**config.mk**
```make
export PLATFORM = sky130hd
export DESIGN_NAME = ecs_cfg
export DESIGN_NICKNAME = d
export VERILOG_FILES = /design/src/sv/eeprom_control_sequencer_assert.svh /design/src/sv/ecs_pkg.sv /design/src/sv/ecs_cfg.sv
export SDC_FILE = /design/constraint.sdc
export NUM_CORES = 1
export LEC_CHECK = 0
export ABC_AREA = 1
export BUFFER_PORTS_ARGS = -buffer_cell sky130_fd_sc_hd__clkbuf_2
export CAP_MARGIN = 25
export CORE_MARGIN = 2
export CORE_UTILIZATION = 45
export DETAILED_ROUTE_END_ITERATION = 8
export MAX_ROUTING_LAYER = met4
export PLACE_DENSITY = 0.84
export SLEW_MARGIN = 20
export SYNTH_ARGS = -nofsm -noshare
export SYNTH_HDL_FRONTEND = slang
export SYNTH_SLANG_ARGS = --single-unit
```
**constraint.sdc**
```tcl
create_clock -name clk -period 1.85 [get_ports clk]
set_clock_uncertainty 0.1 [all_clocks]
set_input_delay 0 -clock clk [delete_from_list [all_inputs] [get_ports clk]]
set_output_delay 0 -clock clk [all_outputs]
set_load 0.1 [all_outputs]
```
**src/sv/eeprom_control_sequencer_assert.svh**
```systemverilog
// assertion macros, clocked on clk, disabled while arst_n is low
`ifndef EEPROM_CONTROL_SEQUENCER_ASSERT_SVH
`define EEPROM_CONTROL_SEQUENCER_ASSERT_SVH

`define ECS_ASSERT_HOLD(label, cond) \
	label: assert property (@(posedge clk) disable iff (!arst_n) (cond)) \
		else $error("ecs check failed");

`define ECS_ASSERT_IMPL(label, ante, cons) \
	label: assert property (@(posedge clk) disable iff (!arst_n) (ante) |-> (cons)) \
		else $error("ecs check failed");

`define ECS_ASSERT_NEXT(label, ante, cons) \
	label: assert property (@(posedge clk) disable iff (!arst_n) (ante) |=> (cons)) \
		else $error("ecs check failed");

`endif

```
**src/sv/ecs_pkg.sv**
```systemverilog
package ecs_pkg;

	// depth must be a power of two; the byte address wraps on it
	localparam int STORE_DEPTH = 1024;
	localparam int ADDR_W      = $clog2(STORE_DEPTH);
	localparam int VALUE_W     = 10;
	localparam int TICK_W      = 20;
	localparam int PADDR_W     = 4;

	localparam logic [7:0]        ERASED_BYTE  = 8'hFF;
	localparam logic [TICK_W-1:0] WINDOW_TICKS = 20'd4;

	localparam logic [2:0] STALL_NONE  = 3'd0;
	localparam logic [2:0] STALL_WRITE = 3'd2;
	localparam logic [2:0] STALL_READ  = 3'd4;

	localparam logic [TICK_W-1:0] RST_ATOMIC_TICKS = 20'd54400;
	localparam logic [TICK_W-1:0] RST_SPLIT_TICKS  = 20'd28800;
	localparam logic [TICK_W-1:0] RST_LEGACY_TICKS = 20'd136000;

	typedef enum logic [1:0] {
		OP_TICK,
		OP_CTRL,
		OP_ADDR,
		OP_DATA
	} opcode_t;

	typedef enum logic [1:0] {
		REG_HAS_MODE,
		REG_ATOMIC,
		REG_SPLIT,
		REG_LEGACY
	} reg_idx_t;

	typedef enum logic [1:0] {
		MODE_ATOMIC,
		MODE_ERASE,
		MODE_WRITE,
		MODE_RSVD
	} mode_t;

	typedef struct packed {
		logic              has_mode;
		logic [TICK_W-1:0] atomic_ticks;
		logic [TICK_W-1:0] split_ticks;
		logic [TICK_W-1:0] legacy_ticks;
	} cfg_t;

	typedef struct packed {
		logic              rd_en;
		logic              wr_en;
		logic [ADDR_W-1:0] addr;
		logic [7:0]        wr_data;
	} mem_req_t;

	function automatic logic [ADDR_W-1:0] store_index(logic [VALUE_W-1:0] a);
		return ADDR_W'(a);
	endfunction

endpackage

```
**src/sv/ecs_cfg.sv**
```systemverilog
module ecs_cfg
	import ecs_pkg::*;
(
	input  logic               clk,
	input  logic               arst_n,
	input  logic               psel,
	input  logic               penable,
	input  logic               pwrite,
	input  logic [PADDR_W-1:0] paddr,
	input  logic [31:0]        pwdata,
	output logic [31:0]        prdata,
	output logic               pready,
	output cfg_t               cfg
);

	cfg_t     cfg_q;
	reg_idx_t idx;
	logic     wr;

	assign idx    = reg_idx_t'(paddr[PADDR_W-1:2]);
	assign pready = 1'b1;
	assign wr     = psel && penable && pwrite && pready;
	assign cfg    = cfg_q;

	always_ff @(posedge clk or negedge arst_n) begin
		if (!arst_n) begin
			cfg_q.has_mode     <= 1'b1;
			cfg_q.atomic_ticks <= RST_ATOMIC_TICKS;
			cfg_q.split_ticks  <= RST_SPLIT_TICKS;
			cfg_q.legacy_ticks <= RST_LEGACY_TICKS;
		end else if (wr) begin
			unique case (idx)
				REG_HAS_MODE: cfg_q.has_mode     <= pwdata[0];
				REG_ATOMIC:   cfg_q.atomic_ticks <= pwdata[TICK_W-1:0];
				REG_SPLIT:    cfg_q.split_ticks  <= pwdata[TICK_W-1:0];
				REG_LEGACY:   cfg_q.legacy_ticks <= pwdata[TICK_W-1:0];
			endcase
		end
	end

	always_comb begin
		unique case (idx)
			REG_HAS_MODE: prdata = 32'(cfg_q.has_mode);
			REG_ATOMIC:   prdata = 32'(cfg_q.atomic_ticks);
			REG_SPLIT:    prdata = 32'(cfg_q.split_ticks);
			REG_LEGACY:   prdata = 32'(cfg_q.legacy_ticks);
		endcase
	end

endmodule

```
* Word level (Yosys, flattened, before mapping) *
Cells that the tools add are included.
W data, S select, Z words.

word-level totals
  register bits after elaboration = 61
  input bits = 41
  output and inout bits = 94
  logic and storage cells = 15

operators by class
  eq/ne operators = 3
  muxes and demuxes = 1
  reduce and logical (&&, ||, !) cells = 7

operators with widths
  cell                  count
  $pmux W32 S4          1
  $reduce_and A2 Y1     4
  $eq A2 B2 Y1 const B  2
  $eq A2 B1 Y1 const B  1
  $logic_and A1 B1 Y1   2
  $logic_not A2 Y1      1

* Longest topological paths before layout *
Gate-level depths: netlist of the first run.

  word-level depth = 3
  mapped depth = 7
  depth with buffers taken out = 6

* Worst setup path after synthesis of the first run *
No wires, ideal clock.

  path type = reg2out
  start point = register cfg_q (netlist bit cfg[40])
  end point = output prdata[0]
  data arrival time = 1879 ps
  data required time = 1750 ps
  setup slack = -129 ps
  stages on the path, launching flop included = 3
  buffers on the path = 0
  cell sequence = dfrtp_1 > nand3_1 > nand4_1

on the way
  longest elaborated chain between the ends = 1

RTL lines
  what             RTL line       text
  start, declared  ecs_cfg.sv:16  cfg_t cfg_q;
  $pmux W32 S4     ecs_cfg.sv:42  unique case (idx)
  end, declared    ecs_cfg.sv:11  output logic [31:0] prdata,

No other way between the ends. The select of a mux whose other input is x is not followed.

* Final worst setup path of the first run *
  start point = input pwrite
  end point = register cfg_q (netlist bit cfg[24])

on the way
  longest elaborated chain between the ends = 2

RTL lines
  what                                RTL line       text
  start, declared                     ecs_cfg.sv:8   input logic pwrite,
  $logic_and A1 B1 Y1                 ecs_cfg.sv:22  assign wr = psel && penable && pwrite && pready;
  $reduce_and A2 Y1 (no source line)  n/a

No other way between the ends.
A chain may end at the register's enable or synchronous reset.

==> results, run 1 <==
- The classification of the worst setup path is primary input to flip-flop.
- Summing the sequential cell areas from Yosys gives 53.7% of the chip area.
- The number of antenna violations at the first check in global routing was 0.
- For this run, the number of Yosys warnings is 0.
- The power density over the cells is 1660 mW/mm².
- Multiplexer cells account for 0% of the synthesized area.
- After synthesis, the largest family of logic cells by area is simple AND/OR/NAND/NOR gates.
- The post-route fraction of the period consumed by the critical path is 92.1%.
- The worst-case vdd ir drop is 0.00115 V.
- At the worst endpoint, the arrival time is 1.82 ns.
- The number of library cell types mapped by synthesis is 12.
- CTS built an H-tree with a depth of 3.
- The standard-cell row count is 29.
- The count of final hold-check violations is 0.
- The startpoint kind of the worst setup timing path is a primary input.
- The longest clock path from root to sink contains 2 buffers.
- The routability congestion estimate from global placement is 0.791.
- The first routing iteration left 145 violations.
- The routed design could run at a clock period as short as 1.70 ns.
- For the worst-skew pair, the clock arrives at the later sink with an insertion delay of 0.34 ns.
- Using the TritonRoute via totals, the vias-per-cell ratio works out to 4.93.
- The sink count of the clock tree is 61.
- The final count of negative-setup-slack endpoints is 0.
- Global routing consumed, over all layers together, 26.4% of the routing resources.
- The area added between synthesis and finish is 48.6%.
- The synthesized-area fraction occupied by and/or/nand/nor cells is 37.4%.
- The cell area that synthesis handed to floorplanning was 0.00288 mm².
- The share of post-route cells with drive strength above 1 is 33.1%.
- For this configuration, the core starts out at a cell density of 45.8%.
- The vertical die dimension is 84.0 µm.
- The register with the most flip-flops in the layout has 61 of them.
- In this run the tightest slew margin relative to its limit is 62.2%.
- The total wirelength of the detailed-routed design is 8.72 mm.
- Measured along the x axis, the die boundary spans 84.0 µm.
- The antenna cell count is 0.
- Setup repair after global routing left no endpoint under its margin.
- The leakage power total is 2.43 nW.
- The wire-length estimate of the detail-placed layout is 5.86 mm.
- After Yosys synthesis, XOR and XNOR cells account for 0% of the synthesized area.
- The clock root buffer is clkbuf_8.
- The post-detailed-route DRC marker count is 0.
- In the layout the commonest cells are 248 x nand2_1, 88 x clkbuf_2, 43 x dfrtp_1, 26 x dlygate4sd3_1, 19 x buf_12.
- The clock tree from TritonCTS is done.
- The total number of nets in the final design is 555.
- Of the total synthesized cell area, the portion taken by full adders, half adders and majority gates is 0%.
- The count of input and output buffers is 107.
- The number of top-level pins is 135.
- The post-route worst setup slack is 0.145 ns.
- After routing the design area is 0.00428 mm².
- The buffers inserted during post-CTS setup optimization is 0.
- In the final routed layout, each cell accounts on average for 14.6 µm.
- The detail route stage leaves a number of antenna-violating nets equal to 0.
- The count of final max-slew check failures is 0.
- The final route contains 2940 vias.
- The iteration count of the initial detailed-routing pass is 4.
- The max-capacitance violation count is 0.
- The library cell used most frequently in the layout, excluding fill and tap cells, is nand2_1.
- The standard cell core area is 0.00628 mm².
- The via count of the first global-routing pass is 2936.
- Synthesis handed over a netlist of 378 instances.
- The post-synthesis compound-gate area fraction is 0%.
- Final hold analysis gives a worst-case slack of 0.0257 ns.
- The clock slew at the register clock pins of the worst setup and hold paths is 0.06 ns.
- Before CTS, the worst setup slack after placement is 0.334 ns.
- The run finished with clean final reports.
- The first global-routing pass estimated 14.1 mm of wire.
- The TritonCTS buffer count is 9.
- The final setup TNS is 0 ns.
- The remaining global-route overflow is 0.
- The number of synthesized register bits is 61.
- The area of the die is 0.00705 mm².
- For the pin with the worst max-slew slack, the measured transition is 0.570 ns.
- STA classifies the critical path endpoint as a flip-flop.
- In this run the worst hold path is classified as primary input to flip-flop.
- Derived from the worst setup path, the maximum achievable clock frequency is 0.587 GHz.
- The worst path required time is 1.97 ns.
- For flop-to-flop paths, the worst setup slack is 1.01 ns.
- The largest net degree at the start of global routing is 23.
- The largest fanout on the critical path is 12.
- The average cell area after synthesis is 7.61 µm².
- The post-placement cell area is 0.00379 mm².
final timing paths:
kind | startpoint | end | depth (start not counted)
setup / recovery | pwrite | cfg[24]$_DFFE_PN0P_ | 8
min in group asynchronous | arst_n | cfg[58]$_DFFE_PN0P_ | 2
setup reg to reg | cfg[52]$_DFFE_PN1P_ | cfg[52]$_DFFE_PN1P_ | 2
hold reg to reg | cfg[8]$_DFFE_PN1P_ | cfg[8]$_DFFE_PN1P_ | 2
max in group asynchronous | arst_n | cfg[47]$_DFFE_PN1P_ | 3
hold / removal | psel | cfg[60]$_DFFE_PN1P_ | 6
critical path: stages:
cell and delay, ns:
dlygate4sd3_1 0.56, clkbuf_2 0.12, inv_1 0.03, nor2_1 0.31, nand2_1 0.34, buf_4 0.31
nand2_1 0.09, nand2_1 0.06
repair_timing:
item | 4_1_cts | 5_1_grt
resized for setup | 0 | 0
hold buffers | 26 | 0
setup endpoints to repair | 0 | 0
hold endpoints to repair | 108 | 0
final cells by class:
class	count	area, µm²
Fill cell	497	2000
Sequential cell	61	1550
Multi-Input combinational cell	291	1210
Timing Repair Buffer	145	1170
Clock buffer	12	155
Tap cell	77	96.3
Clock inverter	4	70.1
Inverter	6	22.5
through the flow:
stage / instances / total power (W) / util (%)
after floorplan: 389 / 0.00495 / -
after global placement: 554 / 0.00566 / 60.4
after detailed placement: 554 / 0.00573 / 60.4
after CTS: 596 / 0.00711 / 68.1
after global routing: 596 / 0.00731 / 68.1
final: 596 / 0.00708 / 68.1
synth_stat cells:
| library cell | n | share of area (%) |
|---|---|---|
| inv_2 | 1 | 0.13 |
| dfstp_2 | 15 | 14 |
| inv_1 | 5 | 0.65 |
| dfrtp_1 | 46 | 40 |
| buf_2 | 10 | 1.7 |
| nor2_1 | 5 | 0.65 |
| nand3_1 | 24 | 4.2 |
| nand2_1 | 248 | 32 |
| buf_6 | 5 | 2.0 |
| buf_4 | 16 | 4.2 |
| conb_1 | 2 | 0.26 |
| nand4_1 | 1 | 0.22 |
report_power, final:
group	switching (W)	internal, W
Clock	0.000503	0.000828
Combinational	0.00319	0.000657
Sequential	0.000238	0.00166
Total	0.00394	0.00315
routing by layer:
layer	routed length, µm	vias to the layer above	global-route usage, %
met5	0	-	-
met4	146	0	13.2
met3	619	17	4.75
met2	4660	134	44.2
met1	3300	1393	30.4
li1	-	1396	-
cells by family (layout without fill, tap and decap cells):
group                  after synthesis  after routing
other                                2             13
DFF                                 61             61
and+or+nand+nor                    278            278
buffers and inverters               37            167
No activity file was read; power rests on OpenSTA's default activity.
==> run 2, diff against run 1 <==
--- a/config.mk
+++ b/config.mk
@@ -9,10 +9,10 @@
 export BUFFER_PORTS_ARGS = -buffer_cell sky130_fd_sc_hd__clkbuf_2
 export CAP_MARGIN = 25
 export CORE_MARGIN = 2
-export CORE_UTILIZATION = 45
+export CORE_UTILIZATION = 42
 export DETAILED_ROUTE_END_ITERATION = 8
 export MAX_ROUTING_LAYER = met4
-export PLACE_DENSITY = 0.84
+export PLACE_DENSITY = 0.82
 export SLEW_MARGIN = 20
 export SYNTH_ARGS = -nofsm -noshare
 export SYNTH_HDL_FRONTEND = slang
==> constraint.sdc (replaced) <==
create_clock -name clk -period 1.55 [get_ports clk]
set_clock_uncertainty 0.1 [all_clocks]
set_input_delay 0 -clock clk [delete_from_list [all_inputs] [get_ports clk]]
set_output_delay 0 -clock clk [all_outputs]
set_load 0.1 [all_outputs]
==> run 2 against run 1 <==
Count of clock-buffer cells in the layout fell by 2. Power rose by 18%. Utilization fell by 2.2 points. Highest routed layer unchanged.
==> results, run 2 (synthesis results as in run 1) <==
- The critical path is of the primary input to flip-flop type.
- The die width is 86.8 µm.
- The hold-critical path endpoint is cfg[0]$_DFFE_PN0P_.
- The part of the total power dissipated in combinational logic is 55.6%.
- The library cell used most frequently in the layout, excluding fill and tap cells, is nand2_1.
- The kind of cell with the highest combined delay on the critical path is buffers and inverters.
- The global-route total usage across every layer is 25.4%.
- The max-slew headroom at the worst pin is 61.6%.
- STA puts the critical path data required time at 1.73 ns.
- After filler insertion, the fill cell instance count of the layout stands at 528.
- After detailed routing, the average wire length per cell comes to 14.6 µm.
- At the worst endpoint, the arrival time is 1.64 ns.
- The tightest min-delay check is of the primary input to flip-flop type.
- The final cell utilization of the core is 65.9%.
- Entering global routing, the biggest net connects 62 pins.
- The worst setup path is launched from a primary input.
- The count of final hold-check violations is 0.
- The number of antenna violations at the first check in global routing is 0.
- Once detail routing completed, the nets flagged for antenna violations numbered 0.
- The worst register-to-register path has a setup slack of 0.68 ns.
- CTS saw 61 sinks.
- The leakage power total is 2.40 nW.
- The overall via count from detail_route is 2946.
- Setup repair after global routing left no endpoint under its margin.
- The post-route fraction of the period consumed by the critical path is 94.5%.
- The part of the total power dissipated in sequential elements is 27.7%.
- For this block, the routed nets add up to 8.82 mm of wire.
- The count of input and output buffers is 107.
- The iteration count of the initial detailed-routing pass is 4.
- The hold slack is 0.0411 ns.
- The beginning of the worst hold path is paddr[3].
- The endpoint identified for the worst register-to-register timing path is cfg[60]$_DFFE_PN1P_.
- After clock tree synthesis, the clock-pin slew on the worst setup and hold paths is 0.07 ns.
- Relative to the synthesized area, the layout overhead comes to 53.9%.
- The internal portion of total power is 0.00363 W.
- The worst reg2reg path startpoint is cfg[60]$_DFFE_PN1P_.
- The worst register-to-register path has a depth of 2.
- The switching power of the nets is 0.00473 W.
- Once the floorplan was initialized, standard cells occupied 42.8% of the core.
- Across the run, the number of max-cap violations was 0.
- In this run the number of H-tree levels came out at 3.
- The first routing iteration left 185 violations.
- The largest single stage delay on the critical path is 0.61 ns.
- The post-placement cell area is 0.00396 mm².
- The TritonCTS buffer count is 9.
- The final setup TNS is 0 ns.
- For this run, the top clock speed supported by timing is 0.683 GHz.
- The number of buffers on the longest clock path is 2.
- Using the TritonRoute via totals, the vias-per-cell ratio works out to 4.86.
- The endpoint type of the worst setup path is a flip-flop.
- The flow ran to the end, and the final reports show no timing, DRC or antenna violations.
- The count of final max-slew check failures was 0.
- The critical path startpoint is paddr[3].
- The clock reaches the later pin of the worst-skew pair after 0.33 ns.
- The remaining global-route overflow is 0.
- The number of antenna diodes in the final layout is 0.
- The share of post-route cells with drive strength above 1 is 42.8%.
- The combined buffer and inverter count along the critical path is 3.
- The vertical die dimension is 86.8 µm.
- Of all nets on the critical path, the largest fanout is 6.
- The critical path's most frequent cell is dlygate4sd3_1.
- The number of top-level pins is 135.
- Setup violations remaining at the end of the flow were counted as 0.
- Power spread over the standard cell area amounts to 1890 mW/mm².
- The clock root buffer is clkbuf_8.
- The standard cell core area is 0.00672 mm².
- The via count of the first global-routing pass came to 2930.
- Traced cell by cell, the critical path runs through clkbuf_2 -> dlygate4sd3_1 -> nor2_2 -> nand3_1 -> dlygate4sd3_1 -> nand2_1.
- The standard-cell row count is 30.
- The estimated wirelength of the detail-placed design is 6.06 mm.
- The final critical delay including setup and external delays is 1.46 ns.
- Summing all non-filler instances in the final layout gives an area of 0.00443 mm².
- The number of flip-flops in the largest register is 61.
- The clock tree from TritonCTS is done.
- The slowest stage of the critical path is the dlygate4sd3_1 cell.
- The worst-case vdd ir drop is 0.00104 V.
- The total power is 0.00836 W.
- The area of the die is 0.00753 mm².
- The actual transition at the worst max-transition pin is 0.579 ns.
- The number of instances on the worst hold path is 5.
- In the routed design, unresolved DRC markers number 0.
- The routability congestion estimate from global placement is 0.832.
- Net switching is 56.6% of the power.
- In the layout the commonest cells are 248 x nand2_1, 86 x clkbuf_2, 46 x dfrtp_2, 27 x dlygate4sd3_1, 22 x buf_12.
- The final layout contains 562 nets.
- The first global-routing pass estimated 13.9 mm of wire.
- The share of power burned in the clock network is 16.8%.
run 2: cell count changes in the layout (fill, tap and decap cells not counted), sizes merged:
cell | before | now
bufinv | 2 | 1
dlygate4sd3 | 26 | 27
buf | 31 | 39
clkinvlp | 0 | 2
clkbuf | 100 | 96
clkinv | 2 | 3
run 2: layout make-up:
class                           instances  area, µm²  share of cell area [%]
Clock buffer                           10        138                    3.11
Inverter                                6       22.5                   0.509
Multi-Input combinational cell        291       1230                    27.8
Clock inverter                          6       62.6                    1.41
Sequential cell                        61       1610                    36.3
Timing Repair Buffer                  152       1270                    28.7
Tap cell                               80        100                    2.26
run 2: power by group through the flow:
stage | registers [W] | clock network [W] | logic, W
floorplan | 0.00471 | 0 | 0.00125
global placement | 0.00231 | 0 | 0.00455
detailed placement | 0.00233 | 0 | 0.00460
CTS | 0.00230 | 0.00143 | 0.00465
global route | 0.00235 | 0.00153 | 0.00479
finish | 0.00231 | 0.00140 | 0.00464
run 2: worst max path at each step:
stage / depth (start not counted) / slack, ns / endpoint
6_report: 6 / 0.09 / cfg[60]$_DFFE_PN1P_
5_1_grt: 6 / 0.02 / cfg[60]$_DFFE_PN1P_
4_1_cts: 3 / 0.06 / prdata[0]
3_5_place_dp: 9 / 0.34 / cfg[44]$_DFFE_PN0P_
3_3_place_gp: 9 / 0.40 / cfg[41]$_DFFE_PN0P_
2_1_floorplan: 2 / -0.22 / prdata[0]
run 2: repair_timing:
action	in CTS	in global routing
endpoints found under the setup margin	0	1
endpoints found under the hold margin	122	0
setup buffers	0	0
gates resized for setup	0	1
hold buffers	27	0
run 2: through the flow:
stage               std cells  worst slack, ns
CTS                       606           0.0631
floorplan                 389           -0.215
global placement          563            0.396
finish                    606           0.0851
detailed placement        563            0.339
global route              606           0.0199
run 2: worst register-to-register path, stage by stage (launching register included):
cell and delay (ns):
dfstp_4 0.62, nand2_1 0.05, nand2_1 0.05
run 2: routing by layer:
metal / vias up / GRT usage [%] / wire [µm]
met1: 1412 / 28.7 / 3500
met3: 16 / 4.00 / 462
met5: - / - / 0
met2: 112 / 43.7 / 4670
li1: 1406 / - / -
met4: 0 / 12.1 / 191
==> run 3, diff against run 2 <==
==> constraint.sdc (replaced) <==
create_clock -name clk -period 1.3 [get_ports clk]
set_clock_uncertainty 0.1 [all_clocks]
set_input_delay 0 -clock clk [delete_from_list [all_inputs] [get_ports clk]]
set_output_delay 0 -clock clk [all_outputs]
set_load 0.1 [all_outputs]
==> run 3 against run 2 <==
The flow now finishes with violations (setup timing). Clock power rose by 24%. Highest routed layer unchanged. Critical path type is now flip-flop to primary output. Via count increased by 10%. Setup slack got worse by 0.22 ns. Count of clock-buffer cells in the layout increased by 2. Non-clock buffer count increased by 25. Routed wire length rose by 23%. Die area is the same. Power increased by 35%.
==> results, run 3 (synthesis results as in run 1) <==
- The flow ran to the end, but the final reports show violations.
- The checks that failed: setup timing.
- Relative to the synthesized area, the layout overhead comes to 84.8%.
- The DRC marker count from the first detailed-route iteration is 226.
- After clock tree synthesis, the clock-pin slew on the worst setup and hold paths is 0.08 ns.
- The final critical delay including setup and external delays is 1.43 ns.
- The fmax is 0.697 GHz.
- The worst min-delay path category is primary input to asynchronous set/reset pin.
- In the final routed layout, each cell accounts on average for 17.3 µm.
- The worst-case vdd ir drop is 0.00153 V.
- The first global-routing pass estimated 16.3 mm of wire.
- The number of top-level pins is 135.
- Final hold analysis gives a worst-case slack of 0.0898 ns.
- The clock root buffer is clkbuf_8.
- Detailed placement ended at an HPWL of 6.47 mm.
- The count of input and output buffers is 107.
- The leading cell type in the layout, fill and taps excluded is nand2_1.
- The number of buffers on the longest clock path is 2.
- The post-route cell area is 0.00532 mm².
- Across the run, the number of max-cap violations was 0.
- The clock network burns 15.4% of the power.
- The post-route worst setup slack is -0.134 ns.
- After floorplanning, the core was sized to cover 0.00672 mm².
- The number of filler cells placed in the layout is 408.
- The antenna cell count is 0.
- In the layout the commonest cells are 232 x nand2_1, 77 x buf_4, 43 x dfrtp_2, 37 x buf_12, 26 x clkbuf_2.
- The post-placement cell area is 0.00452 mm².
- The global-route total usage across every layer is 29.6%.
- The post-detailed-route DRC marker count is 0.
- The die is 86.8 µm tall.
- Global routing finished with a remaining overflow of 0.
- The startpoint kind of the worst setup timing path is a flip-flop.
- The count of final max-slew check failures is 0.
- The worst slack at placement is 0.162 ns.
- The power density over the cells is 2120 mW/mm².
- The classification of the worst setup path is flip-flop to primary output.
- The count of final hold-check violations is 0.
- The part of the total power dissipated in combinational logic is 58.8%.
- The filler-free cell count of the finished design is 631.
- The floorplan has 30 rows.
- The sink count of the clock tree is 61.
- The switching power of the nets is 0.00597 W.
- The part of the total power dissipated in sequential elements is 25.8%.
- Internal power comes to 0.00528 W.
- Setup repair after global routing could not meet its margin everywhere.
- The largest net degree at the start of global routing is 62.
- The detail route stage leaves a number of antenna-violating nets equal to 0.
- The routability congestion estimate from global placement is 0.799.
- The total wirelength of the detailed-routed design is 10.9 mm.
- The share of post-route cells with drive strength above 1 is 49.2%.
- The register with the most flip-flops in the layout has 61 of them.
- In this run the worst path has a maximum fanout of 2.
- STA classifies the critical path endpoint as a primary output.
- Setup violations remaining at the end of the flow were counted as 26.
- In this run, CTS created clock tree buffers numbering 9.
- The die covers 0.00753 mm².
- The final critical path takes up 110% of the cycle.
- The overall via count from detail_route is 3241.
- At the worst endpoint, the arrival time is 1.33 ns.
- The cell total after placement is 566.
- The number of antenna violations at the first check in global routing was 0.
- Net switching is 53.1% of the power.
- The clock network latency to the later pin of the worst-skew pair is 0.33 ns.
- Once layout is complete, the utilization of the core stands at 79.2%.
- The number of H-tree levels is 3.
- The total number of nets in the final design is 587.
- For this configuration, the core starts out at a cell density of 42.8%.
- TritonCTS built the clock tree.
- In this run the static leakage power is 2.83 nW.
- The via count of the first global-routing pass is 3275.
- The die width is 86.8 µm.
- For the worst setup path, the data required time is 1.20 ns.
- The pre-antenna-repair detailed-routing pass consisted of 5 iterations.
- The detailed-route vias per instance is 5.14.
[run 3: cell types whose count changed in the layout (fill, tap and decap cells not counted), moves of 15 or more]
cell,previous run,this run
buf_12,22,37
nand3_4,0,19
clkbuf_2,86,26
buf_4,17,77
nand3_2,19,2
nand2_1,248,232
[run 3: critical path, cell delays in order (launching register included)]
cell and delay, ns:
dfstp_4 0.62, nand2_2 0.04, nand4_1 0.15, buf_12 0.20
[run 3: per-layer routing]
layer	global-route usage, %	share of wire (%)
met4	15.8	2.7
met1	33.7	36
met3	3.81	5.9
met5	-	0
met2	50.7	55
[run 3: area by class of cell]
| class | instances | area [µm²] | share of cell area [%] |
|---|---|---|---|
| Inverter | 6 | 22.5 | 0.423 |
| Sequential cell | 61 | 1670 | 31.3 |
| Clock buffer | 12 | 155 | 2.92 |
| Clock inverter | 4 | 47.5 | 0.894 |
| Tap cell | 80 | 100 | 1.88 |
| Timing Repair Buffer | 177 | 1840 | 34.5 |
| Multi-Input combinational cell | 291 | 1490 | 28.0 |
[run 3: what timing repair did]
| action | 4_1_cts | 5_1_grt |
|---|---|---|
| gates resized for setup | 40 | 5 |
| pin swaps | 19 | 2 |
| hold endpoints to repair | 122 | 0 |
| setup endpoints to repair | 11 | 27 |
| hold buffers | 23 | 0 |
| buffers inserted | 16 | 10 |
[run 3: power groups by stage]
stage | Sequential, W | Clock [W] | Combinational, W
floorplan | 0.00570 | 0 | 0.00159
global placement | 0.00289 | 0 | 0.00603
detailed placement | 0.00292 | 0 | 0.00610
CTS | 0.00286 | 0.00175 | 0.00649
global route | 0.00294 | 0.00184 | 0.00680
finish | 0.00291 | 0.00173 | 0.00662
[run 3: worst paths after layout]
check                      slack (ns)  depth (start not counted)                start                   to
max                             -0.13                          3  cfg[60]$_DFFE_PN1P_            prdata[0]
min                              0.09                          3               arst_n  cfg[14]$_DFFE_PN0P_
max reg2reg                      0.12                          5  cfg[32]$_DFFE_PN1P_  cfg[32]$_DFFE_PN1P_
min reg2reg                      0.40                          2  cfg[43]$_DFFE_PN0P_  cfg[43]$_DFFE_PN0P_
max in group asynchronous        0.66                          3               arst_n  cfg[17]$_DFFE_PN1P_
min in group clk                 0.15                          6             paddr[2]  cfg[55]$_DFFE_PN1P_
[run 3: through the flow]
stage	total power, W	TNS, ns
4_1_cts	0.0111	-1.54
3_3_place_gp	0.00892	0
5_1_grt	0.0116	-2.39
2_1_floorplan	0.00729	-0.442
3_5_place_dp	0.00902	0
6_report	0.0113	-1.55
