===== config.mk =====
export PLATFORM = sky130hd
export DESIGN_NAME = ecs_ctrl_flat
export DESIGN_NICKNAME = d
export VERILOG_FILES = /design/src/sv/ecs_pkg.sv /design/src/sv/ecs_chan_if.sv /design/src/sv/ecs_ctrl.sv /design/src/flat_wrapper.sv
export VERILOG_INCLUDE_DIRS = /design/src /design/src/sv
export SDC_FILE = /design/constraint.sdc
export NUM_CORES = 1
export LEC_CHECK = 0
export BUFFER_PORTS_ARGS = -buffer_cell sky130_fd_sc_hd__buf_2
export CAP_MARGIN = 25
export CORE_AREA = 4 4 78 135
export CTS_BUF_LIST = sky130_fd_sc_hd__clkbuf_16
export DETAILED_ROUTE_END_ITERATION = 8
export DIE_AREA = 0 0 82 139
export GPL_ROUTABILITY_DRIVEN = 1
export GPL_TIMING_DRIVEN = 1
export PLACE_DENSITY = 0.7
export SLEW_MARGIN = 20
export SYNTH_ARGS = -nofsm -noshare
export SYNTH_HDL_FRONTEND = slang
export SYNTH_SLANG_ARGS = --single-unit

===== constraint.sdc =====
create_clock -name clk -period 7.75 [get_ports clk]
set_input_delay 1.1625 -clock clk [delete_from_list [all_inputs] [get_ports clk]]
set_output_delay 1.1625 -clock clk [all_outputs]
set_load 0.05 [all_outputs]

===== src/sv/eeprom_control_sequencer_assert.svh =====
// assertion macros, clocked on clk, disabled while arst_n is low
`ifndef EEPROM_CONTROL_SEQUENCER_ASSERT_SVH
`define EEPROM_CONTROL_SEQUENCER_ASSERT_SVH

`define ECS_ASSERT_HOLD(label, cond) \
	label: assert property (@(posedge clk) disable iff (!arst_n) (cond)) \
		else $error("ecs check failed");

`define ECS_ASSERT_IMPL(label, ante, cons) \
	label: assert property (@(posedge clk) disable iff (!arst_n) (ante) |-> (cons)) \
		else $error("ecs check failed");

`define ECS_ASSERT_NEXT(label, ante, cons) \
	label: assert property (@(posedge clk) disable iff (!arst_n) (ante) |=> (cons)) \
		else $error("ecs check failed");

`endif


===== src/sv/ecs_pkg.sv =====
package ecs_pkg;

	// depth must be a power of two; the byte address wraps on it
	localparam int STORE_DEPTH = 1024;
	localparam int ADDR_W      = $clog2(STORE_DEPTH);
	localparam int VALUE_W     = 10;
	localparam int TICK_W      = 20;
	localparam int PADDR_W     = 4;

	localparam logic [7:0]        ERASED_BYTE  = 8'hFF;
	localparam logic [TICK_W-1:0] WINDOW_TICKS = 20'd4;

	localparam logic [2:0] STALL_NONE  = 3'd0;
	localparam logic [2:0] STALL_WRITE = 3'd2;
	localparam logic [2:0] STALL_READ  = 3'd4;

	localparam logic [TICK_W-1:0] RST_ATOMIC_TICKS = 20'd54400;
	localparam logic [TICK_W-1:0] RST_SPLIT_TICKS  = 20'd28800;
	localparam logic [TICK_W-1:0] RST_LEGACY_TICKS = 20'd136000;

	typedef enum logic [1:0] {
		OP_TICK,
		OP_CTRL,
		OP_ADDR,
		OP_DATA
	} opcode_t;

	typedef enum logic [1:0] {
		REG_HAS_MODE,
		REG_ATOMIC,
		REG_SPLIT,
		REG_LEGACY
	} reg_idx_t;

	typedef enum logic [1:0] {
		MODE_ATOMIC,
		MODE_ERASE,
		MODE_WRITE,
		MODE_RSVD
	} mode_t;

	typedef struct packed {
		logic              has_mode;
		logic [TICK_W-1:0] atomic_ticks;
		logic [TICK_W-1:0] split_ticks;
		logic [TICK_W-1:0] legacy_ticks;
	} cfg_t;

	typedef struct packed {
		logic              rd_en;
		logic              wr_en;
		logic [ADDR_W-1:0] addr;
		logic [7:0]        wr_data;
	} mem_req_t;

	function automatic logic [ADDR_W-1:0] store_index(logic [VALUE_W-1:0] a);
		return ADDR_W'(a);
	endfunction

endpackage


===== src/sv/ecs_chan_if.sv =====
interface ecs_item_if;
	logic       valid;
	logic       ready;
	logic [1:0] opcode;
	logic [9:0] value;

	modport source(output valid, output opcode, output value, input ready);
	modport sink(input valid, input opcode, input value, output ready);
endinterface

interface ecs_result_if;
	logic       valid;
	logic       ready;
	logic [5:0] control_bits;
	logic [7:0] data_value;
	logic [2:0] stall_cycles;

	modport source(output valid, output control_bits, output data_value,
		output stall_cycles, input ready);
	modport sink(input valid, input control_bits, input data_value,
		input stall_cycles, output ready);
endinterface


===== src/sv/ecs_ctrl.sv =====
`include "eeprom_control_sequencer_assert.svh"

module ecs_ctrl
	import ecs_pkg::*;
(
	input  logic       clk,
	input  logic       arst_n,
	ecs_item_if.sink   item,
	ecs_result_if.source result,
	input  cfg_t       cfg,
	input  logic       clearing,
	input  logic [7:0] rd_data,
	output mem_req_t   mem_req
);

	logic [5:0]         ctrl_q, ctrl_d;
	mode_t              mode_q, mode_d;
	logic               prior_me_q, prior_me_d;
	logic               prior_pe_q, prior_pe_d;
	logic [TICK_W-1:0]  timer_q, timer_d;
	logic               pending_q, pending_d;
	logic [VALUE_W-1:0] addr_q, addr_d;
	logic [7:0]         data_q, data_d;

	logic               rd_s1;
	logic               out_valid_q;
	logic [5:0]         out_ctrl_q;
	logic [7:0]         out_data_q;
	logic [2:0]         out_stall_q;

	logic               accept;
	logic [2:0]         stall_d;
	logic               rd_req, wr_req;
	logic [5:0]         cr;
	logic               me, pe;
	logic [7:0]         wr_byte;
	logic [TICK_W-1:0]  raw_ticks, wr_ticks, timer_dec;

	assign item.ready = !clearing && !rd_s1 && (!out_valid_q || result.ready);
	assign accept     = item.valid && item.ready;

	assign result.valid        = out_valid_q;
	assign result.control_bits = out_ctrl_q;
	assign result.data_value   = out_data_q;
	assign result.stall_cycles = out_stall_q;

	assign mem_req.rd_en   = rd_req;
	assign mem_req.wr_en   = wr_req;
	assign mem_req.addr    = store_index(addr_q);
	assign mem_req.wr_data = wr_byte;

	// program byte and busy time for a write start, and the decremented timer
	always_comb begin
		wr_byte   = data_q;
		raw_ticks = cfg.legacy_ticks;
		if (cfg.has_mode) begin
			if (mode_q == MODE_ATOMIC) begin
				raw_ticks = cfg.atomic_ticks;
			end else begin
				raw_ticks = cfg.split_ticks;
				if (mode_q == MODE_ERASE) begin
					wr_byte = ERASED_BYTE;
				end
			end
		end
		wr_ticks  = (raw_ticks == '0) ? TICK_W'(1) : raw_ticks;
		timer_dec = timer_q - TICK_W'(timer_q != '0);
	end

	always_comb begin
		ctrl_d     = ctrl_q;
		mode_d     = mode_q;
		prior_me_d = prior_me_q;
		prior_pe_d = prior_pe_q;
		timer_d    = timer_q;
		pending_d  = pending_q;
		addr_d     = addr_q;
		data_d     = data_q;
		stall_d    = STALL_NONE;
		rd_req     = 1'b0;
		wr_req     = 1'b0;
		cr         = item.value[5:0];
		if (!cfg.has_mode) begin
			cr[5:4] = 2'b00;
		end
		me = cr[2];
		pe = cr[1];
		if (accept) begin
			unique case (opcode_t'(item.opcode))
				OP_TICK: begin
					if (pending_q) begin
						timer_d = timer_dec;
						if (timer_dec == '0) begin
							pending_d = 1'b0;
							if (ctrl_q[2]) begin
								ctrl_d[2] = 1'b0;
							end else begin
								ctrl_d[1] = 1'b0;
							end
						end
					end
				end
				OP_CTRL: begin
					if (!pe) begin
						mode_d = mode_t'(cr[5:4]);
						if (cr[0]) begin
							cr[0]   = 1'b0;
							stall_d = STALL_READ;
							rd_req  = 1'b1;
						end
					end
					if (me && !prior_pe_q && pe) begin
						cr[2]     = 1'b0;
						wr_req    = 1'b1;
						timer_d   = wr_ticks;
						pending_d = 1'b1;
						stall_d   = STALL_WRITE;
					end else begin
						if (me && !prior_me_q) begin
							timer_d   = WINDOW_TICKS;
							pending_d = 1'b1;
						end
						prior_me_d = me;
						prior_pe_d = pe;
					end
					ctrl_d = cr;
				end
				OP_ADDR: addr_d = item.value;
				OP_DATA: data_d = item.value[7:0];
			endcase
		end
	end

	always_ff @(posedge clk or negedge arst_n) begin
		if (!arst_n) begin
			ctrl_q      <= '0;
			mode_q      <= MODE_ATOMIC;
			prior_me_q  <= 1'b0;
			prior_pe_q  <= 1'b0;
			timer_q     <= '0;
			pending_q   <= 1'b0;
			addr_q      <= '0;
			data_q      <= '0;
			rd_s1       <= 1'b0;
			out_valid_q <= 1'b0;
		end else if (accept) begin
			ctrl_q      <= ctrl_d;
			mode_q      <= mode_d;
			prior_me_q  <= prior_me_d;
			prior_pe_q  <= prior_pe_d;
			timer_q     <= timer_d;
			pending_q   <= pending_d;
			addr_q      <= addr_d;
			data_q      <= data_d;
			rd_s1       <= rd_req;
			out_valid_q <= !rd_req;
		end else if (rd_s1) begin
			data_q      <= rd_data;
			rd_s1       <= 1'b0;
			out_valid_q <= 1'b1;
		end else if (result.ready) begin
			out_valid_q <= 1'b0;
		end
	end

	always_ff @(posedge clk) begin
		if (accept) begin
			out_ctrl_q  <= ctrl_d;
			out_stall_q <= stall_d;
			out_data_q  <= data_d;
		end else if (rd_s1) begin
			out_data_q <= rd_data;
		end
	end

	`ECS_ASSERT_IMPL(a_timer_live, pending_q, timer_q != '0)
	`ECS_ASSERT_HOLD(a_one_port, !(mem_req.rd_en && mem_req.wr_en))
	`ECS_ASSERT_NEXT(a_read_issue, mem_req.rd_en, rd_s1 && !result.valid)
	`ECS_ASSERT_NEXT(a_read_done, rd_s1, result.valid)
	`ECS_ASSERT_IMPL(a_busy_block, rd_s1 || clearing, !item.ready)

endmodule


===== src/flat_wrapper.sv =====
// flat-port wrapper written by rule: the top's interface ports become plain ports
module ecs_ctrl_flat import ecs_pkg::*;
  (clk, arst_n, cfg, clearing, rd_data, mem_req, item_valid, item_opcode, item_value, item_ready, result_valid, result_control_bits, result_data_value, result_stall_cycles, result_ready);
  ecs_item_if item_i ();
  ecs_result_if result_i ();
  input  logic clk;
  input  logic arst_n;
  input  cfg_t cfg;
  input  logic clearing;
  input  logic [7:0] rd_data;
  output mem_req_t mem_req;
  input wire logic [$bits(item_i.valid)-1:0] item_valid;
  input wire logic [$bits(item_i.opcode)-1:0] item_opcode;
  input wire logic [$bits(item_i.value)-1:0] item_value;
  output wire logic [$bits(item_i.ready)-1:0] item_ready;
  output wire logic [$bits(result_i.valid)-1:0] result_valid;
  output wire logic [$bits(result_i.control_bits)-1:0] result_control_bits;
  output wire logic [$bits(result_i.data_value)-1:0] result_data_value;
  output wire logic [$bits(result_i.stall_cycles)-1:0] result_stall_cycles;
  input wire logic [$bits(result_i.ready)-1:0] result_ready;
  assign item_i.valid = item_valid;
  assign item_i.opcode = item_opcode;
  assign item_i.value = item_value;
  assign item_ready = item_i.ready;
  assign result_valid = result_i.valid;
  assign result_control_bits = result_i.control_bits;
  assign result_data_value = result_i.data_value;
  assign result_stall_cycles = result_i.stall_cycles;
  assign result_i.ready = result_ready;
  ecs_ctrl u_core (.clk(clk), .arst_n(arst_n), .item(item_i), .result(result_i), .cfg(cfg), .clearing(clearing), .rd_data(rd_data), .mem_req(mem_req));
endmodule

==> Yosys cells after proc, flatten, opt, wreduce, memory -nomap -nowiden <==
Cells that the tools add are included.
{ "totals": {"ff_bits": 68, "input_bits": 86, "output_inout_bits": 39} }
{ "op_classes": {"addsub": 1, "n_eq_ne": 6, "mux": 41, "bitwise": 3, "n_reduce_logical": 27} }
{ "ops": {"columns": ["op", "n"], "rows": [
  ["$mux 20", 6],
  ["$mux 8", 6],
  ["$logic_not 20->1", 2],
  ["$pmux 20 s2", 1],
  ["$reduce_bool 20->1", 1],
  ["$sub 20x1->20", 1],
  ["$mux 1", 19],
  ["$mux 2", 5],
  ["$reduce_and 3->1", 3],
  ["$logic_and 1x1->1", 6],
  ["$logic_not 1->1", 6],
  ["$mux 3", 2],
  ["$eq 2x1->1 const B", 2],
  ["$eq 2x2->1 const B", 2],
  ["$logic_not 2->1", 2],
  ["$pmux 2 s2", 1],
  ["$reduce_and 4->1", 1],
  ["$reduce_bool 2->1", 2],
  ["$ne 3x1->1 const B", 1],
  ["$not 1->1", 3],
  ["$reduce_bool 3->1", 1],
  ["$reduce_or 3->1", 1],
  ["$ne 2x1->1 const B", 1],
  ["$pmux 1 s2", 1],
  ["2 further kinds", 2]
]} }

==> Logic depth before layout (Yosys ltp) <==
Gate-level depths: netlist of run 1.
{ "logic_depth": {"word_depth": 7, "depth_mapped": 15, "ltp_nobuf": 12} }

==> Least setup slack after synthesis of run 1 <==
Ideal clock, no wire load.
{ "synth_path": {"path_type": "input-to-output", "from": "input port clearing", "to": "output port mem_req[19] (netlist name)", "arrival_ns": 4.008, "required_ns": 6.588, "path_slack_ns": 2.579, "path_stages": 7, "cell_sequence": "nor3_1 -> nand2_1 -> inv_1 -> clkbuf_1 -> buf_1 -> and2_1 -> buf_4"} }
{ "synth_between": {"elab_chain_len": 5} }
{ "synth_lines": {"columns": ["item", "line_no", "source"], "rows": [
  ["from (decl)", "flat_wrapper.sv:9", "input logic clearing;"],
  ["$logic_not 1->1", "ecs_ctrl.sv:39", "assign item.ready = !clearing && !rd_s1 && (!out_valid_q || result.ready);"],
  ["$logic_and 1x1->1 (2 in a row)", "ecs_ctrl.sv:39", null],
  ["$logic_and 1x1->1", "ecs_ctrl.sv:40", "assign accept = item.valid && item.ready;"],
  ["named net u_core.accept", "ecs_ctrl.sv:31", "logic accept;"],
  ["$mux 1", "ecs_ctrl.sv:88", "if (accept) begin"],
  ["to (decl)", "flat_wrapper.sv:11", "output mem_req_t mem_req;"]
]} }
The timed path passes the listed nets, and every way through them passes these cells.

==> Worst setup path in the final report of run 1 <==
{ "layout_path": {"from": "register u_core.timer_q[8]", "to": "register u_core.out_ctrl_q[1] (netlist: u_core.result.control_bits[1]), data pin"} }
{ "layout_between": {"elab_chain_len": 6} }
{ "layout_lines": {"columns": ["item", "line_no", "source"], "rows": [
  ["from (decl)", "ecs_ctrl.sv:20", "logic [TICK_W-1:0] timer_q, timer_d;"],
  ["from (signal assigned)", "ecs_ctrl.sv:151", "timer_q <= timer_d;"],
  ["$reduce_bool 20->1", "ecs_ctrl.sv:67", "timer_dec = timer_q - TICK_W'(timer_q != '0);"],
  ["$sub 20x1->20 *", "ecs_ctrl.sv:67", null],
  ["$logic_not 20->1 *", "ecs_ctrl.sv:93", "if (timer_dec == '0) begin"],
  ["$mux 2 *", "ecs_ctrl.sv:93", null],
  ["$mux 2 *", "ecs_ctrl.sv:91", "if (pending_q) begin"],
  ["$pmux 2 s2 *", "ecs_ctrl.sv:89", "unique case (opcode_t'(item.opcode))"],
  ["named net u_core.ctrl_d[1]", "ecs_ctrl.sv:16", "logic [5:0] ctrl_q, ctrl_d;"],
  ["to (signal assigned)", "ecs_ctrl.sv:168", "out_ctrl_q <= ctrl_d;"],
  ["to (decl)", "ecs_ctrl.sv:27", "logic [5:0] out_ctrl_q;"]
]} }
The timed path passes the listed nets; every way through them passes the cells marked *.
A chain may end at the register's enable or synchronous reset.

==> flow_metrics.tcl, run 1 <==
set metrics [dict create \
    outcome "complete, no violations" \
    worstSetupStartpoint "u_core.timer_q[8]" \
    synth.net_count 559 \
    syn_area_um2 4180 \
    grt_pass1_wl_um 19700 \
    rsz0062_at_grt "false" \
    critPathMaxFanout 10 \
    ys.flop_type "dfrtp_1" \
    cts_sinks 67 \
    synthToLayoutAreaGrowth_pct 22.7 \
    min_period_ns 4.23 \
    dieArea_um2 11400 \
    cts_setup_buffers 0 \
    p_leak_nw 2.30 \
    r2r_slack_ns 3.52 \
    dr.pass1.iters 7 \
    internal_power_mw 0.912 \
    clkPwrFrac_pct 26.8 \
    hold_violations 0 \
    io_buffers 123 \
    grt_util_all_layers_pct 22.8 \
    grt_max_degree 52 \
    fmax_ghz 0.237 \
    die_w_um 82 \
    async_reset_ff_share_pct 76.1 \
    clk_pin_slew_ns 0.06 \
    fillers 916 \
    ys_types 62 \
    setup_viol 0 \
    layout-drive-gt1-share_pct 32.4 \
    synth_top_area_cell "dfrtp_1" \
    slew_violations 0 \
    drc 0 \
    cts_buffer_depth 2 \
    rows 47 \
    grt.met2_usage_pct 40.9 \
    grt_pass1_vias 3901 \
    clk-insertion-delay-late_ns 0.34 \
    met1_usage_pct 23.7 \
    antenna_found_initial 0 \
    ys_ff_latch 67 \
    pwr-share-comb_pct 39.6 \
    critPathKind "reg2reg" \
    viasPerCell 5.73 \
    switchingPower_mw 0.646 \
    ys_seq_area_share_pct 42.0 \
    cts_repair_resize_count 0 \
    busiest_layer "met2" \
    place.gp.congestion 0.975 \
    end_kind "flop" \
    synth_top_area_share_pct 30.5 \
    p_seq_share_pct 33.6 \
    drt_iter0_drc 289 \
    power.density_nw_per_um2 304 \
    slew-limit-headroom_pct 38.7 \
    nets 663 \
    hold_path.class "reg2reg" \
    hpwlAfterDp_um 9590 \
    fp.dieH_um 139 \
    utilization_pct 54.5 \
    start_kind "flop" \
    start_util_pct 44.4 \
    min-delay-start "u_core.ctrl_q[3]" \
    yosys_warnings 0 \
    synthTopCellsByArea "dfrtp_1 (31%), edfxtp_1 (11%), o21ai_0 (6.5%), nor2_1 (6.3%), mux2_2 (5.7%)" \
    required_ns 7.83 \
    via_count 4025 \
    vdd_drop_max_uv 204 \
    grt.met3_usage_pct 4.49 \
    r2r-start "u_core.timer_q[8]" \
    core_um2 9410 \
    critPathArrivalTime_ns 4.30 \
    p_sw_share_pct 41.5 \
    cts-buffers-inserted 9 \
    synth_area_per_cell_um2 8.88 \
    syn_inst 471 \
    cap_violations 0 \
    cts_max_level 3 \
    finalCritPeriodShare_pct 54.6 \
    grt_overflow_total 0 \
    antennaDiodeCount 0 \
    fin_skew_ns 0.00621 \
    boundaryPins 125 \
    worst_slew_pin_slew_ns 0.916 \
    wl_per_cell_um 18.3 \
    holdBufCountCts 0 \
    fin_tns_setup_ns 0 \
    ant_nets 0 \
    routed_wl_um 12800 \
    cts_root_buf "clkbuf_16" \
    synth_edf_count 16 \
    cts_tree "built" \
]
-- routing by layer --
| layer | wire (um) | part of all wire (%) |
|---|---|---|
| met5 | 0 | 0 |
| met4 | 605 | 4.7 |
| met3 | 505 | 3.9 |
| met2 | 7130 | 56 |
| met1 | 4570 | 36 |
-- cells by family after synthesis --
group	count (synthesis)	synth area share (%)
and+or+nand+nor	173	22.4
AOI/OAI and AO/OA	147	20.6
DFF	67	42.0
buffers and inverters	42	4.37
muxes	36	9.25
xor gates and xnor gates	3	0.628
adders and majority gates	2	0.598
other	1	0.0897
-- worst max-delay path: stages, from the launching register on --
cell     delay [ns]
dfrtp_1        0.47
nor4_1         0.63
nand3_1        0.26
nor4_1         0.33
nand4_1        0.14
ha_1           0.27
ha_1           0.32
or4b_4         0.28
or3_1          0.10
nand3_1        0.10
or4_1          0.56
nor4b_2        0.38
o21ai_1        0.12
-- layout make-up --
type                       instances  area (um^2)  area share, %
clock inverter                     7         76.3           1.49
clock buffer                       9          225           4.39
timing repair buffer             127          646           12.6
inverter                           8         30.0          0.585
multi-input combinational        362         2240           43.7
tap                              122          153           2.97
sequential                        67         1760           34.2
-- power by group through the flow --
stage                     Clock [mW]  Combinational [mW]  Sequential [mW]
after floorplan                    0               0.409            0.565
after global placement             0               0.603            0.523
after detailed placement           0               0.610            0.527
after CTS                      0.424               0.615            0.522
after global routing           0.439               0.668            0.535
final                          0.418               0.616            0.524
-- cells in the mapped netlist (3+ instances only) --
cell type and n:
nor4_1 7, nand4_1 4, inv_1 6, o21ai_0 54, buf_4 4, a21oi_1 38, nand3b_1 3, clkbuf_1 24
nand2_1 19, a31oi_1 18, edfxtp_1 16, nor2_1 70, nand2b_1 11, a21boi_0 3, and3_1 3, buf_1 3
nand3_1 8, nor3_1 11, dfrtp_1 51, nor2b_1 6, mux2_2 21, mux2i_1 15, a211oi_1 3, or3b_2 11
a22oi_1 11
-- cells in the final DEF (no fill, tap or decap), types with 15 or more instances in the layout --
cell	synthesis	routed
buf_2	2	123
nor2_1	70	70
o21ai_0	54	54
dfrtp_1	51	51
a21oi_1	38	38
mux2_2	21	21
nand2_1	19	19
a31oi_1	18	18
edfxtp_1	16	16
mux2i_1	15	15
-- state kept, by name, summed over array words and instances, names as in the netlist --
| name | count |
|---|---|
| u_core.result.data_value | 8 |
| u_core.result.valid | 1 |
| u_core.data_q | 8 |
| u_core.timer_q | 20 |
| u_core.prior_me_q | 1 |
| u_core.ctrl_q | 6 |
| u_core.rd_s1 | 1 |
| u_core.result.stall_cycles | 2 |
| u_core.mode_q | 2 |
| u_core.prior_pe_q | 1 |
| u_core.addr_q | 10 |
| u_core.result.control_bits | 6 |
| u_core.pending_q | 1 |
-- stage by stage --
stage	hold slack, ns	worst slack [ns]	power [mW]	cells	cell area (um^2)
after floorplan	0.446	2.58	0.974	471	4180
after global placement	0.458	3.62	1.13	686	4830
after detailed placement	0.472	3.54	1.14	686	4830
after CTS	0.487	3.51	1.56	702	5130
after global routing	0.517	3.14	1.64	702	5130
final	0.481	3.52	1.56	702	5130
-- path summary, 6_finish.rpt --
path	end	depth (start not counted)
worst max-delay path	u_core.result.control_bits[1]	12
worst min-delay path	u_core.ctrl_q[3]	2
worst max register to register	u_core.result.control_bits[1]	12
worst min register to register	u_core.ctrl_q[3]	2
max in group asynchronous	u_core.timer_q[3]	2
min in group asynchronous	u_core.timer_q[18]	2
(Power assumes the default switching activity.)
==> run 2: changes to the inputs <==
==> constraint.sdc (replaced) <==
create_clock -name clk -period 3.9 [get_ports clk]
set_input_delay 0.585 -clock clk [delete_from_list [all_inputs] [get_ports clk]]
set_output_delay 0.585 -clock clk [all_outputs]
set_load 0.05 [all_outputs]
==> run 2 against run 1 <==
- clock skew is 0.0019 ns lower
- worst hold slack got worse by 0.19 ns
- register-to-register slack got worse by 3.2 ns
- non-clock buffer count is 7 higher
- sequential share of layout area is 0.53 points lower
- largest power group unchanged
- power rose by 100%
- largest cell class unchanged
- highest routed layer unchanged
- fmax grew 17%
- flip-flop and latch count did not move
==> flow_metrics.tcl, run 2 (synthesis results as in run 1) <==
set metrics [dict create \
    slew-limit-headroom_pct 53.0 \
    dp.cells 693 \
    antenna_found_initial 0 \
    grt_pass1_wl_um 20400 \
    fmax_ghz 0.277 \
    die_w_um 82 \
    start_kind "flop" \
    critPathMaxFanout 6 \
    ant_nets 0 \
    dr.pass1.iters 5 \
    grt_overflow_total 0 \
    critPathKind "reg2reg" \
    cts_sinks 67 \
    drc 0 \
    core_um2 9410 \
    worst_slew_pin_slew_ns 0.700 \
    boundaryPins 125 \
    reg_top3 "u_core.timer_q: 20 flops, u_core.addr_q: 10 flops" \
    cts_tree "built" \
    largest_reg_flops 20 \
    multi_input_area_um2 2270 \
    grt_pass1_vias 4176 \
    hpwlAfterDp_um 9780 \
    rows 47 \
    cts_buffer_depth 2 \
    grt_util_all_layers_pct 23.3 \
    cts_root_buf "clkbuf_16" \
    power.density_nw_per_um2 602 \
    start_util_pct 44.4 \
    setup_viol 0 \
    nets 670 \
    via_count 4058 \
    synthToLayoutAreaGrowth_pct 24.7 \
    final_cell_count_no_fill 709 \
    slew_violations 0 \
    end_kind "flop" \
    fin_area_um2 5210 \
    routed_wl_um 12800 \
    fin_skew_ns 0.00428 \
    clk_pin_slew_ns 0.06 \
    wl_per_cell_um 18.0 \
    final_cell_mix "buf_2 (123), nor2_1 (70), o21ai_0 (54)" \
    viasPerCell 5.72 \
    hold_path.class "in2async" \
    min_period_ns 3.61 \
    layout_commonest_cell "buf_2" \
    place.gp.congestion 0.971 \
    outcome "complete, no violations" \
    cap_violations 0 \
    layout-drive-gt1-share_pct 33.9 \
    r2r_end "u_core.result.control_bits[1]" \
    reg2reg_depth 12 \
    fillers 907 \
    holdBufCountCts 0 \
    hold_violations 0 \
    io_buffers 123 \
    r2r-start "u_core.timer_q[10]" \
    clk-insertion-delay-late_ns 0.34 \
    antennaDiodeCount 0 \
    cts_setup_buffers 0 \
    regArea_um2 1760 \
    p_leak_nw 2.34 \
    fp.dieH_um 139 \
    regMostFlops "u_core.timer_q" \
    finalCritPeriodShare_pct 92.5 \
    cts_max_level 3 \
    vdd_drop_max_uv 359 \
    critPathArrivalTime_ns 3.69 \
    dieArea_um2 11400 \
    cts-buffers-inserted 9 \
    drt_iter0_drc 259 \
    required_ns 3.98 \
    cts_repair_resize_count 0 \
    r2r_slack_ns 0.29 \
    postPlaceCellArea_um2 4890 \
    grt_max_degree 45 \
]
==> run 2: cell count changes in the layout (fill, tap and decap cells not counted) <==
cell,delta
clkinvlp_4,-1
clkinv_2,-1
nor4_1,-3
nor4_2,+3
buf_4,+7
clkinv_4,+1
clkinv_1,+1
nor3_2,+2
nor3_1,-2
==> run 2: area by class of cell <==
| type | instances | area share (%) |
|---|---|---|
| sequential | 67 | 33.7 |
| timing repair buffer | 134 | 13.4 |
| clock buffer | 9 | 4.32 |
| multi-input combinational | 362 | 43.6 |
| inverter | 8 | 0.576 |
| tap | 122 | 2.93 |
| clock inverter | 7 | 1.46 |
==> run 2: layer usage <==
metal	up-vias	GRT usage (%)	share of wire [%]
met5	-	0	0
met4	0	13.2	4.9
met3	39	4.03	4.0
met2	118	41.4	56
met1	1946	24.8	35
li1	1955	-	-
==> run 2: worst max path at each step <==
stage,to,from,slack [ns]
after floorplan,u_core.result.control_bits[1],u_core.timer_q[8],0.25
after global placement,u_core.result.control_bits[1],u_core.timer_q[9],0.28
after detailed placement,u_core.result.control_bits[1],u_core.timer_q[10],0.12
after CTS,u_core.result.control_bits[1],u_core.timer_q[10],0.09
after global routing,u_core.result.control_bits[1],u_core.timer_q[10],-0.007
final,u_core.result.control_bits[1],u_core.timer_q[10],0.29
==> run 2: per-stage QoR <==
stage	power (mW)	util, %	setup TNS (ns)	hold slack, ns	setup slack (ns)
floorplan	1.94	-	0	0.289	0.254
global placement	2.26	51.9	0	0.458	0.284
detailed placement	2.30	51.9	0	0.467	0.116
CTS	3.13	55.1	0	0.313	0.0857
global route	3.33	55.4	-0.00726	0.350	-0.00726
finish	3.14	55.4	0	0.292	0.292
==> run 2: where the power goes <==
group,internal (mW),switching [mW]
clock,0.499,0.320
combinational,0.469,0.816
sequential,0.875,0.158
total,1.84,1.29
==> run 2: worst max-delay path, cell delays in order, from the launching register on <==
cell and delay (ns):
dfrtp_1 0.44, nor4_2 0.33, nand3_1 0.22, nor4_2 0.23
nand4_1 0.12, ha_1 0.27, ha_1 0.22, or4b_4 0.24
or3_1 0.12, nand3_1 0.11, or4_1 0.56, nor4b_2 0.36
o21ai_1 0.12
==> run 3: changes to the inputs <==
==> constraint.sdc (replaced) <==
create_clock -name clk -period 3.9 [get_ports clk]
set_input_delay 0.195 -clock clk [delete_from_list [all_inputs] [get_ports clk]]
set_output_delay 0.195 -clock clk [all_outputs]
set_load 0.05 [all_outputs]
==> run 3 against run 2 <==
- clock skew is 0.00056 ns higher
- flip-flop and latch count did not move
- worst setup slack gained 0.059 ns
- cell count grew 0.56%
- highest routed layer unchanged
==> flow_metrics.tcl, run 3 (synthesis results as in run 1) <==
set metrics [dict create \
    critPathKind "reg2reg" \
    grt_util_all_layers_pct 24.4 \
    grt_pass1_vias 4215 \
    drt_iter0_drc 258 \
    dieArea_um2 11400 \
    layout-drive-gt1-share_pct 33.8 \
    fin_area_um2 5250 \
    cts_tree "built" \
    core_um2 9410 \
    slew-limit-headroom_pct 46.9 \
    fmax_ghz 0.282 \
    boundaryPins 125 \
    vdd_drop_max_uv 369 \
    setup_viol 0 \
    place.gp.congestion 0.954 \
    fp.dieH_um 139 \
    routed_wl_um 13200 \
    end_kind "flop" \
    io_buffers 123 \
    slowest_delay_ns 0.59 \
    cts-buffers-inserted 9 \
    p_leak_nw 2.36 \
    antennaDiodeCount 0 \
    critPathMaxFanout 6 \
    cts_buffer_depth 2 \
    synthToLayoutAreaGrowth_pct 25.6 \
    final_cell_mix "buf_2 (123), nor2_1 (70), o21ai_0 (54)" \
    rsz0062_at_grt "false" \
    start_util_pct 44.4 \
    wl_per_cell_um 18.5 \
    finalCritPeriodShare_pct 91.0 \
    cp_top_family "simple AND/OR/NAND/NOR gates" \
    cap_violations 0 \
    crit_path_top_delay_cell "or4_1" \
    grt_pass1_wl_um 21200 \
    reg_top3 "u_core.timer_q: 20 flops, u_core.addr_q: 10 flops" \
    cts_setup_buffers 0 \
    die_w_um 82 \
    grt_max_degree 45 \
    drc 0 \
    critPathBufInv 0 \
    ant_nets 0 \
    cts_sinks 67 \
    clk-insertion-delay-late_ns 0.33 \
    antenna_found_initial 0 \
    hold_path.class "in2reg" \
    hpwlAfterDp_um 10200 \
    largest_reg_flops 20 \
    start_kind "flop" \
    critPathArrivalTime_ns 3.63 \
    postPlaceCellArea_um2 4900 \
    min_period_ns 3.55 \
    hold_violations 0 \
    nets 674 \
    via_count 4113 \
    fin_tns_setup_ns 0 \
    worst_slew_pin_slew_ns 0.791 \
    worstPathCellList "nor4_2, nand3_1, nor4_4, nand4_1, ha_1, ha_1, or4b_4, or3_1, nand3_1, or4_1, nor4b_4, o21ai_1" \
    viasPerCell 5.77 \
    layout_commonest_cell "buf_2" \
    required_ns 3.98 \
    cts_root_buf "clkbuf_16" \
    rows 47 \
    dr.pass1.iters 4 \
    clk_pin_slew_ns 0.06 \
    regMostFlops "u_core.timer_q" \
    power.density_nw_per_um2 604 \
    cts_max_level 3 \
    grt_overflow_total 0 \
    slew_violations 0 \
    fin_skew_ns 0.00484 \
    outcome "complete, no violations" \
    fillers 915 \
]
run 3: power by group:
group | total [mW] | switching, mW | internal, mW
sequential | 1.03 | 0.157 | 0.876
combinational | 1.34 | 0.841 | 0.502
clock | 0.798 | 0.307 | 0.492
run 3: path summary, 6_finish.rpt:
path	start	endpoint	slack, ns	cells past startpoint
max reg2reg	u_core.timer_q[9]	u_core.result.control_bits[1]	0.35	12
max	u_core.timer_q[9]	u_core.result.control_bits[1]	0.35	12
min	item_value[9]	u_core.addr_q[9]	0.09	2
min reg2reg	u_core.ctrl_q[3]	u_core.ctrl_q[3]	0.49	2
max in group asynchronous	arst_n	u_core.timer_q[14]	2.69	3
min in group asynchronous	arst_n	u_core.addr_q[5]	0.40	2
run 3: metrics by stage:
step | cells | setup slack, ns | power, mW | hold WS [ns] | util (%)
CTS | 713 | 0.205 | 3.15 | 0.0788 | 55.4
global placement | 696 | 0.266 | 2.31 | 0.221 | 52.1
finish | 713 | 0.351 | 3.17 | 0.0901 | 55.8
floorplan | 471 | 0.146 | 1.94 | -0.101 | -
detailed placement | 696 | 0.234 | 2.34 | 0.237 | 52.1
global route | 713 | 0.0445 | 3.37 | 0.0882 | 55.8
run 3: repair_timing:
| action | in CTS | in global routing |
|---|---|---|
| endpoints found under the setup margin | 0 | 5 |
| endpoints found under the hold margin | 22 | 0 |
| hold buffers | 1 | 0 |
| resized for setup | 0 | 6 |
run 3: metal layers:
layer  up-vias  part of all wire, %  GRT usage (%)
li1       1964                    -              -
met1      2003                   35           26.2
met2       109                   55           42.7
met3        37                  4.2           5.14
met4         0                  5.0           13.6
met5         -                    0              0
run 3: cell type report:
type / instances / area (um^2) / share of cell area, %
Multi-Input combinational cell: 362 / 2290 / 43.5
Sequential cell: 67 / 1760 / 33.5
Timing Repair Buffer: 138 / 731 / 13.9
Clock buffer: 9 / 225 / 4.29
Tap cell: 122 / 153 / 2.91
Clock inverter: 7 / 70.1 / 1.33
Inverter: 8 / 30.0 / 0.572
